### src/rtl/cbf_pkg.sv
// Package for the camera basis block: widths, the queue entry type and the
// rounding helper. No dependencies.
package cbf_pkg;

    localparam int FWD_W     = 16;
    localparam int OUT_W     = 16;
    localparam int C_W       = 18;
    localparam int EPS_W     = 12;
    localparam int EPS_RESET = 1;
    localparam int QDEPTH    = 4;
    localparam int APB_AW    = 3;
    localparam int APB_DW    = 32;
    localparam logic REG_EPS = 1'b0;

    typedef struct packed {
        logic signed [C_W-1:0]   cx;
        logic signed [C_W-1:0]   cy;
        logic signed [C_W-1:0]   cz;
        logic signed [FWD_W-1:0] fx;
        logic signed [FWD_W-1:0] fy;
        logic signed [FWD_W-1:0] fz;
        logic                    use_z;
    } t_item;

    // Rounds a Q.26 product difference to Q.12 units, half toward +infinity.
    function automatic logic signed [C_W-1:0] round_q12(input logic signed [32:0] p);
        logic signed [33:0] b;
        b = 34'(p) + 34'sd8192;
        return C_W'(b >>> 14);
    endfunction

endpackage

### src/rtl/cbf_fifo.sv
// Short queue between the front end and the datapath.
// Depends on cbf_pkg for the entry type.
module cbf_fifo import cbf_pkg::*; #(
    parameter int DEPTH = QDEPTH
) (
    input  logic  i_clk,
    input  logic  i_rst_n,
    input  logic  i_push,
    input  t_item i_item,
    output logic  o_full,
    input  logic  i_pop,
    output logic  o_empty,
    output t_item o_item
);
    localparam int AW = (DEPTH > 1) ? $clog2(DEPTH) : 1;

    t_item         r_mem [0:DEPTH-1];
    logic [AW-1:0] r_wptr;
    logic [AW-1:0] r_rptr;
    logic [AW:0]   r_cnt;
    logic          wr;
    logic          rd;

    assign o_full  = (r_cnt == (AW+1)'(DEPTH));
    assign o_empty = (r_cnt == '0);
    assign o_item  = r_mem[r_rptr];
    assign wr = i_push && !o_full;
    assign rd = i_pop && !o_empty;

    always_ff @(posedge i_clk) begin
        if (!i_rst_n) begin
            r_wptr <= '0;
            r_rptr <= '0;
            r_cnt  <= '0;
        end else begin
            if (wr) begin
                r_wptr <= (r_wptr == AW'(DEPTH-1)) ? '0 : r_wptr + 1'b1;
            end
            if (rd) begin
                r_rptr <= (r_rptr == AW'(DEPTH-1)) ? '0 : r_rptr + 1'b1;
            end
            r_cnt <= r_cnt + (AW+1)'(wr) - (AW+1)'(rd);
        end
    end

    always_ff @(posedge i_clk) begin
        if (wr) begin
            r_mem[r_wptr] <= i_item;
        end
    end
endmodule

### config.mk
export PLATFORM = sky130hd
export DESIGN_NAME = cbf_fifo
export DESIGN_NICKNAME = d
export VERILOG_FILES = /design/src/rtl/cbf_pkg.sv /design/src/rtl/cbf_fifo.sv
export SDC_FILE = /design/constraint.sdc
export NUM_CORES = 1
export LEC_CHECK = 0
export BUFFER_PORTS_ARGS = -buffer_cell sky130_fd_sc_hd__buf_2
export CAP_MARGIN = 40
export CORE_MARGIN = 5
export CORE_UTILIZATION = 54
export CTS_BUF_LIST = sky130_fd_sc_hd__clkbuf_8
export DETAILED_ROUTE_END_ITERATION = 8
export PLACE_DENSITY = 0.79
export SKIP_LAST_GASP = 1
export SLEW_MARGIN = 20
export SYNTH_ARGS = -nofsm -noshare
export SYNTH_HDL_FRONTEND = slang
export SYNTH_SLANG_ARGS = --single-unit
### constraint.sdc
create_clock -name i_clk -period 4.2 [get_ports i_clk]
set_input_delay 1.26 -clock i_clk [delete_from_list [all_inputs] [get_ports i_clk]]
set_output_delay 1.26 -clock i_clk [all_outputs]
set_load 0.02 [all_outputs]
=== Word-level counts from Yosys, hierarchy flattened ===
Memories as Yosys holds them, arrays and structs flattened. A register that Yosys moved wholly into a read port is not among the register bits.
Cells that the tools add are included.

* Register bits: 7
* Memory bits (writable): 412
* Word-level logic and storage cells: 22
* Memories kept: 1

{| class="wikitable"
|+ Memories
! memory !! depth !! bits a word !! rd ports !! clocked after Yosys merged registers in !! write ports !! RTL line !! RTL
|-
| r_mem || 4 || 103 || 1 || 1 || 1 || cbf_fifo.sv:17 || <nowiki>t_item r_mem [0:DEPTH-1];</nowiki>
|}

* Add/subtract/negate cells: 4
* Eq/ne operators: 3
* Multiplexer cells: 6
* Reductions and logical operators: 5

{| class="wikitable"
|+ Operators with widths
! operator !! number
|-
| $mux 2 || 4
|-
| $add 2x1->2 const B || 2
|-
| $eq 2x2->1 const B || 2
|-
| $add 3x1->3 || 1
|-
| $eq 3x3->1 const B || 1
|-
| $logic_not 3->1 || 1
|-
| $sub 3x1->3 || 1
|-
| $logic_and 1x1->1 || 2
|-
| $logic_not 1->1 || 2
|-
| $mux 1 || 2
|}

=== Logic depth before layout (Yosys ltp) ===
* Depth in word-level cells: 5
* Gate-level depth with buffers: 11
* Depth with buffers taken out: 10

=== Least setup slack after synthesis ===
Ideal clock, no wire load.

* Path type: input to register
* Start point: in i_push
* End point: mem r_mem[1][0] (netlist bit), enable pin
* Library setup time: 474 ps
* Data arrival time: 4019 ps
* Setup slack: -293 ps
* Stages: 3
* Cell sequence: nor2b_1 -> clkbuf_1 -> and2_1

* Word-level cells in the longest chain between the ends: 3

{| class="wikitable"
|+ Ends and longest elaborated chain
! what !! RTL line !! RTL
|-
| from (decl) || cbf_fifo.sv:8 || <nowiki>input logic i_push,</nowiki>
|-
| $logic_and 1x1->1 || cbf_fifo.sv:27 || <nowiki>assign wr = i_push && !o_full;</nowiki>
|-
| $mux 1 || cbf_fifo.sv:47 || <nowiki>if (wr) begin</nowiki>
|-
| $mux 1 (implied by the code) || cbf_fifo.sv:48 || <nowiki>r_mem[r_wptr] <= i_item;</nowiki>
|-
| to (decl) || cbf_fifo.sv:17 ||
|}

Every way passes these cells.

==> flow_metrics.tcl <==
set metrics [dict create \
    post_synth.cell_area_avg_um2 26.1 \
    final_cell_area_um2 18100 \
    worst_path_dominant_cell_family "multiplexers" \
    path_buf_inv 2 \
    power_density_nw_per_um2 601 \
    ys_seq_elements 421 \
    grt_pass1_wl_um 43200 \
    worstHoldPathType "flip-flop to flip-flop" \
    postPlaceCellArea_um2 17000 \
    cts-buffers-inserted 67 \
    routed_wl_um 28300 \
    cp.arrival_ns 2.26 \
    setup_tns_ns 0 \
    category_of_the_worst_setup_path_launch_point "flip-flop" \
    row_count 61 \
    dieHeight_um 179 \
    cp-end-kind "primary output" \
    synth-warning-count 0 \
    synth_area_leaders "edfxtp_1 80%, mux4_2 15%, dfxtp_1 1.2%" \
    fmaxAchievable_mhz 284 \
    gr-total-overflow 0 \
    cts_num_sinks 421 \
    drive_above_1_share_pct 45.5 \
    ctsResizeCount 0 \
    worst_ir_drop_vdd_v 0.000423 \
    power.static_leakage_nw 6.15 \
    clk_transition_reported_paths_ns 0.06 \
    mappedNetlistNets 706 \
    dpl_worst_slack_ns 0.716 \
    nNetsFinal 976 \
    grt_setup_unrepaired "false" \
    synth.distinct_cells 23 \
    crit_path_max_delay_cell_type "mux4_2" \
    ios 212 \
    clock-skew-final_ns 0.0129 \
    htree_num_levels 3 \
    crit_path_max_fanout 47 \
    grt_pass1_vias 7627 \
    grt.met3_usage_pct 5.50 \
    antenna_violations_before_repair 5 \
    cell_at_the_root_of_the_clock_tree "clkbuf_8" \
    hpwlAfterDp_um 17300 \
    detailroute.via_count 7101 \
    number_of_flops_mapped_to_enable_cells_by_yosys 412 \
    netlist_top_cells_count "412 x edfxtp_1, 103 x mux4_2, 9 x dfxtp_1" \
    worstMarginPinSlew_ns 0.658 \
    die_area_um2 32000 \
    drt_first_pass_iters 5 \
    placement.io_buffers 211 \
    wire_per_inst_um 21.9 \
    setup_ws_ns 0.682 \
    finalWeightedCongestion 0.756 \
    drv_slew 0 \
    final-hold-violation-count 0 \
    use_met1_pct 24.1 \
    max-cap-violations 0 \
    synth.largest_area_cell "edfxtp_1" \
    grt_usage_pct 17.8 \
    synth_cells 591 \
    drt_first_iter_violations 564 \
    holdBufCountCts 0 \
    synth_top_area_share_pct 80.3 \
    max-slew-margin-rel_pct 56.1 \
    route.detailed.vias_per_inst 5.50 \
    final.period_utilization_pct 83.8 \
    cts_setup_buffers 0 \
    final_cell_count_no_fill 1291 \
    post-route-drc-count 0 \
    worstSkewPairLatency_ns 0.55 \
    met2_use_gr_pct 28.2 \
    clockBufferDepth 3 \
    placed_cells_incl_taps 1170 \
    grt-busiest-layer "met2" \
    grt_max_degree 67 \
    outcome "finished, final reports clean" \
    post_synth_instance_area_um2 15400 \
    synth_ff_type "edfxtp_1" \
    finalSetupViolations 0 \
    core_area_um2 28000 \
    timing.critical_path.cells "buf_12 -> mux4_2 -> buf_2" \
    synth_seq_area_share_pct 81.4 \
    synth.most_common_cell "edfxtp_1" \
    period_needed_ns 3.52 \
    synth-async-reset-ratio_pct 0 \
    report.power.total_mw 10.9 \
    layout-area-overhead-vs-synth_pct 17.6 \
    worst_path_required_time_ns 2.94 \
    chipWidth_um 179 \
    criticalPathCategory "flip-flop to primary output" \
    critical-path-max-stage-delay_ns 0.59 \
    floorplan.initialDensity_pct 55.0 \
    postRouteAntennaNets 0 \
    tritoncts_clock_tree "done" \
]
-- sequential cells by signal (all words and copies together) (netlist names), named ones only --
signal and flops:
r_mem 412, r_rptr 2, r_wptr 2, r_cnt 3
-- placed cells by master (no fill, tap or decap), drive strengths merged, types with 3 or more instances in the layout --
master,count
ha,7
mux4,103
buf,226
clkinv,24
inv,29
dfxtp,9
clkinvlp,3
nand2,6
and2,7
clkbuf,69
edfxtp,412
diode,3
-- final timing paths --
path	slack [ns]	cells past startpoint	startpoint	end
worst max register to register	1.58	10	r_cnt[2]	r_cnt[2]
worst min register to register	0.51	2	r_wptr[1]	r_wptr[1]
worst max-delay path	0.68	3	flip-flop	o_item[45]
worst min-delay path	0.51	2	r_wptr[1]	r_wptr[1]
-- tightest hold or removal path: stages, from the launching register on --
cell and delay, ns:
dfxtp_1 0.34, nand2_1 0.06, mux2i_1 0.06
-- power breakdown --
part | internal [mW] | switching, mW | leakage (nW)
Clock | 1.53 | 1.47 | 0.661
Sequential | 5.11 | 0.135 | 3.85
Combinational | 1.11 | 1.54 | 1.64
Total | 7.75 | 3.15 | 6.15
-- layout make-up --
class,instances,area [um2]
Multi-Input combinational cell,138,2590
Tap cell,378,473
Clock inverter,49,211
Fill cell,1833,9880
Timing Repair Buffer,226,1310
Antenna cell,3,7.51
Sequential cell,421,12600
Clock buffer,69,950
Inverter,7,26.3
-- logic make-up (layout without fill, tap and decap cells) --
group	count (synthesis)	count (layout)	share of synthesized area (%)
compound gates	3	3	0.114
xor+xnor	2	2	0.114
fa+ha+maj	8	8	0.698
buf+inv	32	351	1.81
flops	421	421	81.4
mux	105	105	15.2
other cells	0	3	0
simple gates	20	20	0.666
-- stage by stage --
step                      hold WS, ns  utilization, %
final                           0.510            64.7
after global routing            0.567            64.7
after CTS                       0.517            64.7
after detailed placement        0.508            60.5
after global placement          0.492            60.5
after floorplan                 0.468               -
-- per-layer routing --
metal,wire (um),vias up
met4,540,4
met3,2500,44
met2,13900,290
li1,-,3085
met1,11300,3678
met5,21,-
(Power assumes the default switching activity.)
