$ cat config.mk
export PLATFORM = sky130hd
export DESIGN_NAME = cbf_front
export DESIGN_NICKNAME = d
export VERILOG_FILES = /design/src/rtl/cbf_pkg.sv /design/src/rtl/cbf_front.sv
export SDC_FILE = /design/constraint.sdc
export NUM_CORES = 1
export LEC_CHECK = 0
export ABC_CLOCK_PERIOD_IN_PS = 4250
export BUFFER_PORTS_ARGS = -buffer_cell sky130_fd_sc_hd__buf_2
export CORE_UTILIZATION = 40
export CTS_CLUSTER_SIZE = 30
export DETAILED_ROUTE_END_ITERATION = 12
export PLACE_DENSITY = 0.65
export SYNTH_ARGS = -nofsm -noshare
export SYNTH_HDL_FRONTEND = slang
export SYNTH_SLANG_ARGS = --single-unit
$ cat constraint.sdc
create_clock -name i_clk -period 4.25 [get_ports i_clk]
set_clock_uncertainty 0.2 [all_clocks]
set_input_delay 0 -clock i_clk [delete_from_list [all_inputs] [get_ports i_clk]]
set_output_delay 0 -clock i_clk [all_outputs]
set_load 0.01 [all_outputs]
$ cat src/rtl/cbf_pkg.sv
// Package for the camera basis block: widths, the queue entry type and the
// rounding helper. No dependencies.
package cbf_pkg;

    localparam int FWD_W     = 16;
    localparam int OUT_W     = 16;
    localparam int C_W       = 18;
    localparam int EPS_W     = 12;
    localparam int EPS_RESET = 1;
    localparam int QDEPTH    = 4;
    localparam int APB_AW    = 3;
    localparam int APB_DW    = 32;
    localparam logic REG_EPS = 1'b0;

    typedef struct packed {
        logic signed [C_W-1:0]   cx;
        logic signed [C_W-1:0]   cy;
        logic signed [C_W-1:0]   cz;
        logic signed [FWD_W-1:0] fx;
        logic signed [FWD_W-1:0] fy;
        logic signed [FWD_W-1:0] fz;
        logic                    use_z;
    } t_item;

    // Rounds a Q.26 product difference to Q.12 units, half toward +infinity.
    function automatic logic signed [C_W-1:0] round_q12(input logic signed [32:0] p);
        logic signed [33:0] b;
        b = 34'(p) + 34'sd8192;
        return C_W'(b >>> 14);
    endfunction

endpackage

$ cat src/rtl/cbf_front.sv
// Front end: accepts forward vectors, picks the world up axis and forms the
// first cross product. Depends on cbf_pkg.
module cbf_front import cbf_pkg::*; (
    input  logic                    i_clk,
    input  logic                    i_rst_n,
    input  logic [EPS_W-1:0]        i_eps,
    input  logic                    i_vld,
    output logic                    o_rdy,
    input  logic signed [FWD_W-1:0] i_fx,
    input  logic signed [FWD_W-1:0] i_fy,
    input  logic signed [FWD_W-1:0] i_fz,
    output logic                    o_vld,
    input  logic                    i_rdy,
    output t_item                   o_item
);
    logic               r_vld;
    t_item              r_item;
    t_item              n_item;
    logic [FWD_W:0]     mx;
    logic [FWD_W:0]     mz;
    logic               use_z;

    always_comb begin
        mx = i_fx[FWD_W-1] ? (FWD_W+1)'(-$signed({i_fx[FWD_W-1], i_fx}))
                           : (FWD_W+1)'(i_fx);
        mz = i_fz[FWD_W-1] ? (FWD_W+1)'(-$signed({i_fz[FWD_W-1], i_fz}))
                           : (FWD_W+1)'(i_fz);
        use_z = (i_eps != '0) && (mx < (FWD_W+1)'(i_eps)) && (mz < (FWD_W+1)'(i_eps));
        n_item.fx = i_fx;
        n_item.fy = i_fy;
        n_item.fz = i_fz;
        n_item.use_z = use_z;
        if (use_z) begin
            n_item.cx = -C_W'(i_fy);
            n_item.cy = C_W'(i_fx);
            n_item.cz = '0;
        end else begin
            n_item.cx = C_W'(i_fz);
            n_item.cy = '0;
            n_item.cz = -C_W'(i_fx);
        end
    end

    assign o_rdy  = !r_vld || i_rdy;
    assign o_vld  = r_vld;
    assign o_item = r_item;

    always_ff @(posedge i_clk) begin
        if (!i_rst_n) begin
            r_vld <= 1'b0;
        end else if (o_rdy) begin
            r_vld <= i_vld;
        end
    end

    always_ff @(posedge i_clk) begin
        if (o_rdy && i_vld) begin
            r_item <= n_item;
        end
    end
endmodule

### Word level (Yosys, flattened, before mapping)

Cells that the tools add are included.

* register bits after elaboration: 102
* input bits: 64
* logic and storage cells: 23

* add/sub/neg operators: 4
* $lt $le $gt $ge: 2
* multiplexer cells: 3
* reductions and logical operators: 6

Operators by type and width (number)
* $mux 54: 1
* $neg 16->18: 2
* $lt 17x12->1: 2
* $mux 17: 2
* $neg 16->17: 2
* $reduce_bool 12->1: 1
* $logic_and 1x1->1: 3
* $logic_not 1->1: 1
* $logic_or 1x1->1: 1

### Logic depth before layout (Yosys ltp)

* depth after elaboration: 6
* depth in mapped cells: 15

### Worst setup path after synthesis

No wires, ideal clock.

* kind: input port to flip-flop
* start: in i_fx[0]
* end: reg r_item (netlist bit o_item[86]) (data pin)
* setup time: 0.262 ns
* arrival time: 3.176 ns
* required time: 3.788 ns
* slack: 0.612 ns
* cell stages on the path: 13
* path buffers: 1
* cell sequence: inv_1 > ha_1 > or4b_1 > or4_1 > nand2_1 > xnor2_1 > ha_1 > a2111oi_0 > and3_1 > o221ai_1 > nor4_4 > buf_4 > mux2_1

RTL lines
* start, declared: line cbf_front.sv:9 `input logic signed [FWD_W-1:0] i_fx,`
* end signal, assigned: line cbf_front.sv:58 `r_item <= n_item;`
* end, declared: line cbf_front.sv:17 `t_item r_item;`

==> impl_metrics.toml <==
[worst_hold_path]
hold_path.class = "primary input to output port"

[pwr]
switching_share_pct = 23.43
combPwrFrac_pct = 16.1
pwr-share-seq_pct = 48.8
fin_total_pwr_mw = 2.438
powerDensity_nw_per_um2 = 343.4
p_int_mw = 1.867
switching_power_uw = 571.2
p_leak_nw = 2.917
peakVddDrop_uv = 188.3
power.share.clock_pct = 35.1

[placed_design]
pre_cts_ws_ns = 0.2178
portBuffers = 168
gp_congestion = 0.8325
post_dp_cell_area_um2 = 6192
hpwlAfterDp_um = 8883

[global_route]
grtUsageTotal_pct = 19.14
grt_max_degree = 94
antenna_found_initial = 0
grt_first_pass_wirelength_um = 19050
overflow = 0
grt_pass1_vias = 3987

[die]
die_x_um = 115.7
start_util_pct = 40.98
die_y_um = 115.7
boundaryPins = 169
rows = 41
core_area_um2 = 12620
dieArea_um2 = 13390

[synthesis]
postSynth.asyncResetShare_pct = 0
syn_avg_cell_area_um2 = 12.74
yosys_warnings = 0
synthDistinctLibCells = 46
synth_ff_type = "edfxtp_1"
synth-seq-cells = 102
syn-instance-count = 406
netlist_area_um2 = 5171
synth_edf_count = 101
synth_fp_nets = 497
synth.yosys.seq_area_share_pct = 59.04

[finish]
fin_nets = 721
multi_input_area_um2 = 1998
drive_gt1_share_pct = 32.44
final_area_um2 = 7099
syn_to_final_growth_pct = 37.29
register_area_um2 = 3053
diodes = 0
fill_cells = 1104

[clock_network]
numCtsBuffers = 9
clock_sinks = 102
cts_tree = "yes"
clk_latency_ns = 0.35
cts_max_level = 3
path_clk_slew_ns = 0.06
ctsLongestPathBuffers = 2
clockRootBuffer = "clkbuf_16"

[sta]
timing.fmax_mhz = 238.7
finalHoldViolCount = 0
period_share_pct = 98.57
worstMarginPinSlew_ns = 1.207
final-setup-viol-count = 0
slew_headroom_pct = 19.51
fin_crit_ns = 4.189
slew_violations = 0
fin_ws_ns = 0.06073

[routing]
detail_route.wirelength_um = 12700
drtAntennaViolNets = 0
drt-initial-drc-count = 159
wl_per_cell_um = 15.73
num_vias = 4016
first_pass_iters = 4
vias_per_cell = 4.976
drc = 0

[run]
drv_cap = 0

[critical_path]
worst_ep_arrival_time_ns = 4.09
critPathMaxStageDelay_ns = 0.53
critPathKind = "primary input to flop"
cp_num_buf_inv = 5
worst-path-max-fanout = 8
crit_chain = "dlygate4sd3_1 > buf_2 > inv_1 > ha_2 > or4b_1 > or4_4 > nand2_1 > xnor2_1 > ha_1 > a2111oi_2 > and3_1 > o221ai_4 > nor4_4 > buf_4 > clkbuf_16 > mux2_1"
crit_slowest_cell = "dlygate4sd3_1"
cpLargestDelayFamily = "simple AND/OR/NAND/NOR gates"
worstSetupEndpointType = "flop"
cp-start-kind = "primary input"
worstPathRequired_ns = 4.15

[status]
outcome = "complete, no violations"
cells in the mapped netlist, drive strengths merged, types with 3 or more instances:
cell / instances / area, um2
edfxtp: 101 / 3033
nor2: 38 / 142.6
xnor2: 36 / 315.3
ha: 27 / 337.8
nand2: 23 / 86.33
inv: 19 / 71.32
and2: 18 / 112.6
mux2: 16 / 180.2
nor3: 12 / 60.06
nor4: 11 / 98.84
o21ai: 11 / 55.05
buf: 9 / 68.81
xor2: 9 / 78.83
a21oi: 7 / 35.03
clkbuf: 7 / 26.28
nand2b: 7 / 43.79
nand3: 7 / 35.03
or4: 6 / 48.80
or3: 5 / 31.28
nand4: 4 / 25.02
o31ai: 4 / 30.03
nor2b: 3 / 18.77
o21a: 3 / 22.52
routing by layer:
layer	part of all wire [%]	routed length [um]	vias to the layer above	GRT usage [%]
met3	6.9	873	24	5.701
met5	0	0	-	0
met4	2.4	311	0	9.145
met1	42	5282	1913	21.38
met2	49	6227	150	33.49
li1	-	-	1929	-
power groups by stage:
stage / logic (mW) / registers, mW / clock network [mW]
finish: 0.391 / 1.19 / 0.856
global placement: 0.326 / 1.21 / 0
CTS: 0.373 / 1.19 / 0.875
detailed placement: 0.337 / 1.21 / 0
global route: 0.434 / 1.20 / 0.905
floorplan: 0.155 / 1.25 / 0
final timing paths:
kind                              endpoint  slack (ns)    start  cells after the start
worst max-delay path            o_item[99]        0.06  i_fx[0]                     16
worst max register to register  o_item[15]        1.99    o_vld                      3
worst min register to register       o_vld        0.90    o_vld                      3
worst min-delay path                 o_rdy        0.14    i_rdy                      3
sequential cells by signal, summed over array words and instances, names as in the netlist:
register / cells
o_item: 101
o_vld: 1
worst reg2reg max path, cell delays in order, from the launching register on:
cell      delay (ns)
dfxtp_1         0.31
nand2b_1        0.10
and2_4          0.90
buf_4           0.46
cell families (layout without fill, tap and decap cells):
family          after synthesis  count (layout)  share of synthesized area [%]
simple gates                141             141                          14.78
buf+inv                      35             264                          3.218
compound gates               38              38                          4.936
mux                          18              18                          3.871
flops                       102             102                          59.04
xor+xnor                     45              45                          7.622
fa+ha+maj                    27              27                          6.533
through the flow:
step / setup TNS (ns) / util (%) / hold WS (ns) / std cells
global route: -0.3582 / 56.26 / 0.1849 / 807
floorplan: 0 / - / -0.1011 / 406
global placement: 0 / 49.07 / 0.01294 / 736
detailed placement: 0 / 49.07 / 0.01723 / 736
CTS: 0 / 55.47 / 0.1590 / 802
finish: 0 / 56.26 / 0.1396 / 807
cells in the final DEF (no fill, tap or decap), types with 3 or more instances in the layout:
master         netlist  routed
nor4_1               9       8
o31ai_1              4       4
and2_1              18      17
or4_1                5       3
nor3_1              12      12
or4_4                1       3
buf_4                5       9
edfxtp_1           101     101
buf_2                1     168
o21ai_0             11      10
clkbuf_1             7       3
or3_1                5       5
dlygate4sd3_1        0      50
a21oi_1              7       7
mux2_1              14      14
xor2_1               9       9
nor2b_1              3       3
nand2_1             23      23
nand2b_1             7       7
nor2_1              38      38
nand3_1              7       7
clkbuf_16            0      10
xnor2_1             36      36
nand4_1              4       4
inv_1               19      19
o21a_1               3       3
ha_1                27      26
timing repair:
action / CTS / global route
setup buffers: 0 / 4
endpoints found under the setup margin: 0 / 35
resized for setup: 0 / 10
hold buffers: 50 / 0
hold endpoints to repair: 97 / 0
area by class of cell:
type                    instances  share of cell area (%)
clock buffers                  12                   3.331
clock inverters                 4                   1.005
inverters                      19                   1.005
multi-input cells             269                   28.15
flip-flops and latches        102                   43.00
well taps                     172                   3.031
repair buffers                229                   20.48
No activity file was read; power rests on OpenSTA's default activity.
